### src/hdl/keyed_failure_burst_detector_macros.svh
// Assertion macros shared by the detector RTL.
`ifndef KEYED_FAILURE_BURST_DETECTOR_MACROS_SVH
`define KEYED_FAILURE_BURST_DETECTOR_MACROS_SVH

// Same-cycle implication, checked outside reset.
`define KFBD_ASSERT_NOW(label, pre, post) \
  label: assert property (@(posedge clk) disable iff (!rst_n) (pre) |-> (post)) \
    else $error("kfbd assertion failed");

// Next-cycle implication, checked outside reset.
`define KFBD_ASSERT_NEXT(label, pre, post) \
  label: assert property (@(posedge clk) disable iff (!rst_n) (pre) |=> (post)) \
    else $error("kfbd assertion failed");

`endif

### src/hdl/kfbd_pkg.sv
`timescale 1ns / 1ps
package kfbd_pkg;

  // Default number of table entries.
  localparam int KFBD_DEPTH = 64;

  // Microseconds per second.
  localparam logic [19:0] US_PER_SEC = 20'd1000000;
  // Width of a scaled window or cooldown in microseconds.
  localparam int TUS_W = 36;

  // Register indexes on the configuration port.
  localparam logic [1:0] REG_WINDOW    = 2'd0;
  localparam logic [1:0] REG_THRESHOLD = 2'd1;
  localparam logic [1:0] REG_COOLDOWN  = 2'd2;

  // Reset values of the registers.
  localparam logic [15:0] WINDOW_RST    = 16'd60;
  localparam logic [7:0]  THRESHOLD_RST = 8'd5;
  localparam logic [15:0] COOLDOWN_RST  = 16'd60;

  localparam logic [7:0] COUNT_MAX = 8'd255;

  typedef enum logic [1:0] {
    ST_IDLE,
    ST_SCAN,
    ST_EVAL,
    ST_UPD
  } kfbd_state_t;

  // One table entry as held by a cell.
  typedef struct packed {
    logic [63:0] key;
    logic        is_local;
    logic [1:0]  service;
    logic [63:0] target;
    logic [7:0]  count;
    logic [63:0] window_start;
    logic [63:0] last_attempt;
    logic [63:0] last_alert;
  } kfbd_entry_t;

  // Search record handed from cell to cell.
  typedef struct packed {
    logic        valid;
    logic        found;
    logic [7:0]  count;
    logic [63:0] window_start;
    logic [63:0] last_alert;
    logic [63:0] oldest_time;
  } kfbd_scan_t;

endpackage

### src/hdl/kfbd_cell.sv
`timescale 1ns / 1ps
module kfbd_cell #(
  parameter int TABLE_DEPTH = kfbd_pkg::KFBD_DEPTH,
  parameter int CELL_IDX    = 0,
  localparam int IW = (TABLE_DEPTH > 1) ? $clog2(TABLE_DEPTH) : 1,
  localparam int UW = $clog2(TABLE_DEPTH + 1)
) (
  input  logic                  clk,
  input  logic                  rst_n,
  input  logic [UW-1:0]         used,
  input  logic [63:0]           q_key,
  input  logic                  q_local,
  input  kfbd_pkg::kfbd_scan_t  rec_in,
  input  logic [IW-1:0]         hit_idx_in,
  input  logic [IW-1:0]         old_idx_in,
  output kfbd_pkg::kfbd_scan_t  rec_out,
  output logic [IW-1:0]         hit_idx_out,
  output logic [IW-1:0]         old_idx_out,
  input  logic                  wr_en,
  input  logic [IW-1:0]         wr_idx,
  input  kfbd_pkg::kfbd_entry_t wr_data
);
  import kfbd_pkg::*;

  kfbd_entry_t entry_r;
  kfbd_scan_t  rec_r, rec_nxt;
  logic [IW-1:0] hit_idx_r, hit_idx_nxt, old_idx_r, old_idx_nxt;
  logic occupied, match, older;

  // Entry storage, written when the update addresses this cell.
  always_ff @(posedge clk) begin
    if (wr_en && (wr_idx == IW'(CELL_IDX))) begin
      entry_r <= wr_data;
    end
  end

  // Merge this entry into the passing search record.
  always_comb begin
    occupied    = UW'(CELL_IDX) < used;
    match       = occupied && !rec_in.found && (entry_r.key == q_key) &&
                  (entry_r.is_local == q_local);
    older       = entry_r.last_attempt < rec_in.oldest_time;
    rec_nxt     = rec_in;
    hit_idx_nxt = hit_idx_in;
    old_idx_nxt = old_idx_in;
    if (match) begin
      rec_nxt.found        = 1'b1;
      rec_nxt.count        = entry_r.count;
      rec_nxt.window_start = entry_r.window_start;
      rec_nxt.last_alert   = entry_r.last_alert;
      hit_idx_nxt          = IW'(CELL_IDX);
    end
    if (older) begin
      rec_nxt.oldest_time = entry_r.last_attempt;
      old_idx_nxt         = IW'(CELL_IDX);
    end
  end

  // Hand the record to the next cell.
  always_ff @(posedge clk) begin
    if (!rst_n) begin
      rec_r.valid <= 1'b0;
    end else begin
      rec_r.valid <= rec_nxt.valid;
    end
    rec_r.found        <= rec_nxt.found;
    rec_r.count        <= rec_nxt.count;
    rec_r.window_start <= rec_nxt.window_start;
    rec_r.last_alert   <= rec_nxt.last_alert;
    rec_r.oldest_time  <= rec_nxt.oldest_time;
    hit_idx_r          <= hit_idx_nxt;
    old_idx_r          <= old_idx_nxt;
  end

  assign rec_out     = rec_r;
  assign hit_idx_out = hit_idx_r;
  assign old_idx_out = old_idx_r;

endmodule

### config.mk
export PLATFORM = sky130hd
export DESIGN_NAME = kfbd_cell
export DESIGN_NICKNAME = d
export VERILOG_FILES = /design/src/hdl/keyed_failure_burst_detector_macros.svh /design/src/hdl/kfbd_pkg.sv /design/src/hdl/kfbd_cell.sv
export SDC_FILE = /design/constraint.sdc
export NUM_CORES = 1
export LEC_CHECK = 0
export BUFFER_PORTS_ARGS = -buffer_cell sky130_fd_sc_hd__buf_2
export CORE_AREA = 2 2 325 327
export CTS_CLUSTER_SIZE = 24
export DETAILED_ROUTE_END_ITERATION = 7
export DIE_AREA = 0 0 327 329
export GPL_TIMING_DRIVEN = 0
export SYNTH_ARGS = -nofsm -noshare
export SYNTH_HDL_FRONTEND = slang
export SYNTH_SLANG_ARGS = --single-unit
### constraint.sdc
create_clock -name clk -period 31.4 [get_ports clk]
set_input_delay 1.57 -clock clk [delete_from_list [all_inputs] [get_ports clk]]
set_output_delay 1.57 -clock clk [all_outputs]
set_load 0.05 [all_outputs]
Word-level counts from Yosys, hierarchy flattened
Cells that the tools add are included.
{ "word_totals": {"register_bits": 479, "latchBits": 0, "mem_bits_rw": 0, "romBits": 0, "in_bits": 626, "elab_cells": 26, "n_memories": 0} }
{ "op_classes": {"addsub": 0, "n_mul": 0, "div_mod_pow": 0, "order_cmp": 2, "eq_ne": 2, "shifts": 0, "muxes": 2, "bitwise": 0, "reduce_logical": 6} }
{ "op_table": {"columns": ["op", "count"], "rows": [
  ["two-way mux 136 bit", 1],
  ["== test 64 bit", 1],
  ["< comparator 64 bit", 1],
  ["two-way mux 64 bit", 1],
  ["< comparator 1 x 7 -> 1 bit, first input constant", 1],
  ["logical NOT 6 bit", 1],
  ["logical AND 1 bit", 4],
  ["== test 1 bit", 1],
  ["logical NOT 1 bit", 1]
]} }

Depth between registers and ports, before layout
{ "logic_depth": {"word_depth": 5, "mapped_depth": 11, "mapped_depth_nobuf": 9} }

Worst setup path after synthesis
No wires, ideal clock.
{ "synth_timing": {"path_kind": "input -> register", "from": "in wr_idx[2]", "to": "reg entry_r[0] in the netlist's numbering, enable pin", "arrival_time_ns": 27.107, "required_time_ns": 29.831, "slack_ns": 2.724, "cell_stages": 2, "path_cell_list": "or4b_2 nor4_1"} }
{ "synth_via": {"elab_chain_cells": 2} }
{ "synth_lines": {"columns": ["element", "line", "text"], "rows": [
  ["start: declaration", "kfbd_cell.sv:20", "input logic [IW-1:0] wr_idx,"],
  ["logical NOT 6 bit", "kfbd_cell.sv:32", "if (wr_en && (wr_idx == IW'(CELL_IDX))) begin"],
  ["logical AND 1 bit", "kfbd_cell.sv:32", null],
  ["end signal: assignment", "kfbd_cell.sv:33", "entry_r <= wr_data;"],
  ["end: declaration", "kfbd_cell.sv:25", "kfbd_entry_t entry_r;"]
]} }
Every way passes these cells.
A chain may end at the register's enable or synchronous reset.

Worst setup path in the final report
{ "layout_timing": {"from": "in wr_idx[2]", "to": "reg entry_r[192] in the netlist's numbering, enable pin"} }
Same word-level chain as after synthesis.

==> reports/qor.txt <==
Commonest cells in the netlist = edfxtp_1, dfxtp_1, mux2_2, inv_1
H-tree levels = 2
Number of setup buffers added after CTS = 0
Area grow syn2layout = 45.2%
Register area share after synthesis = 0.705
Top post-synthesis cells by area = edfxtp_1, dfxtp_1, mux2_2, mux2_4, ha_1
Ys Warns = 0
Cts hold-fix bufs = 0
Slew Viols, Final = 0
Core area = 104,000 µm²
Seq. cell area = 12,200 µm²
Type of element launching the critical path = input pin
Max-cap violations = 0
Global-route wire length before repair = 82,700 µm
Deepest clock path buffer count = 3
Clock sink total = 479
Top-count cell post-synth = edfxtp_1
Via count = 11,900
Die Y = 329 µm
Cts bufs inserted = 57
Total Wirelength = 61,400 µm
Wire per inst = 18.2 µm
Post-Layout Inst Area = 25,200 µm²
Pre-CTS WS = 25,300 ps
Synthesized net count = 1,738
Port Buffers = 773
Critical Path Fanout Max = 9
DRT Pass-1 Iters = 6
Die W = 327 µm
Cells on worst reg2reg path = 10
Area leader, netlist = edfxtp_1
Largest net degree at the start of global routing = 17
Critical path class = in2reg
DP HPWL = 50,100 µm
Leak Pwr = 11.0 nW
CP Capture Type = flop
Area of the multi-input gates = 4640 µm²
Post-cts sizing count = 0
Initial Util = 0.166
Fin crit period = 5400 ps
Clock Tree Root = clkbuf_16
Pwr Density = 59.3 nW/µm²
GR Overflow Total = 0
Placed Area = 23,300 µm²
CP arrival = 5730 ps
Post-route setup slack = 26,000 ps
TritonCTS clock tree = yes
Synth Cell Area = 17,400 µm²
Final count of hold timing violations = 0
Post-synth EDFFs = 265
Layout Nets = 2,610
Syn Area/Cell = 16.5 µm²
Hold crit path type = reg2reg
Final setup vio count = 0
Fmax = 185 MHz
Least-Margin Pin Slew = 900 ps
DRC viols = 0
Max Clock Skew = 34.6 ps
Gate Count Post-Synth = 1,049
Initial antenna violation count = 27
Share of layout cells above drive strength 1 = 0.573
Number of global-route vias before repair = 12,400
Die area = 108,000 µm²
Synth async-reset ratio = 0
WP data required = 31,730 ps
Synth cell types = 40
DR vias/cell = 3.52
Final ANT Viol Nets = 0
Clock Latency Late Sink = 650 ps
Hold depth = 1
IO Count = 840
Row cnt = 119
Final period utilization = 0.172
RSZ-0062 raised after global routing = no
Worst-path clk slew = 60 ps
Worst vdd ir = 0.0471 mV
Status = complete, no violations
Register bit total from synthesis = 479
GRT Overall Usage = 0.108
Layout fillers = 11,000
Yosys top cell area share = 0.459
Initial drt markers = 531
Routability cong. = 0.799
Top_reg_cell synth = edfxtp_1
Slew headroom = 0.395
## power by group
part           switching [mW]  leakage, nW  internal, mW
Sequential            0.00510         4.19         0.679
Combinational          0.0927         5.92        0.0569
Clock                   0.279        0.915         0.382
Total                   0.377         11.0          1.12
## placed cells by master (no fill, tap or decap), types with 8 or more instances in the layout
cell type	n
a21o_1	15
a21oi_1	18
buf_2	788
buf_4	35
buf_6	13
clkbuf_1	16
clkbuf_16	57
clkbuf_8	8
clkinv_2	8
dfxtp_1	214
edfxtp_1	265
ha_1	63
inv_1	84
mux2_2	137
mux2_4	63
nand2_1	16
nand4_1	17
nor2_1	8
o21ai_0	8
o22ai_1	9
xnor2_1	34
xor2_1	12
## logic make-up (layout without fill, tap and decap cells)
logic type,Yosys count,after routing,synth area share
DFF,479,479,0.705
muxes,200,200,0.143
buffers and inverters,108,1028,0.0279
and+or+nand+nor,82,82,0.0266
AOI/OAI and AO/OA,71,71,0.0281
adders and majority gates,63,63,0.0454
xor gates and xnor gates,46,46,0.0232
other,0,7,0
## final cells by class
| class | count | share of cell area |
|---|---|---|
| multi-input cells | 462 | 0.184 |
| well taps | 1391 | 0.0691 |
| repair buffers | 813 | 0.166 |
| diodes | 7 | 0.000695 |
| plain buffers | 24 | 0.00671 |
| clock inverters | 27 | 0.0116 |
| flip-flops and latches | 479 | 0.486 |
| clock buffers | 80 | 0.0632 |
| inverters | 84 | 0.0125 |
## worst paths after layout
check,to,slack (ps),startpoint
max reg2reg,rec_out[42],27510,entry_r[115]
min reg2reg,rec_out[173],470,entry_r[173]
max,entry_r[192],26000,wr_idx[2]
min,rec_out[173],470,entry_r[173]
## per-stage QoR
| step | util | TNS, ps | hold slack (ps) | power, mW | instances |
|---|---|---|---|---|---|
| 2_1_floorplan | - | 0 | 449 | 0.784 | 1049 |
| 3_3_place_gp | 0.220 | -3603080 | 451 | 0.848 | 3213 |
| 3_5_place_dp | 0.223 | 0 | 458 | 0.848 | 3253 |
| 4_1_cts | 0.241 | 0 | 467 | 1.52 | 3360 |
| 5_1_grt | 0.241 | 0 | 476 | 1.55 | 3365 |
| 6_report | 0.241 | 0 | 466 | 1.49 | 3367 |
## registers in the layout, summed over array words and instances (netlist names)
register / flops
old_idx_out: 6
entry_r: 265
hit_idx_out: 6
rec_out: 202
## worst max-delay path, stage by stage
cell	delay (ps)
buf_2	90
or4b_2	670
nor4_2	690
buf_4	310
buf_4	180
buf_4	190
buf_4	170
buf_4	180
buf_4	200
buf_4	190
buf_4	190
buf_4	200
buf_6	150
buf_4	180
buf_4	200
buf_4	160
buf_4	180
## metal layers
layer	GRT usage	part of all wire
met2	0.186	0.50
met1	0.120	0.38
met5	0	0.0010
met3	0.0387	0.093
met4	0.0433	0.029
No activity file was read; power rests on OpenSTA's default activity.
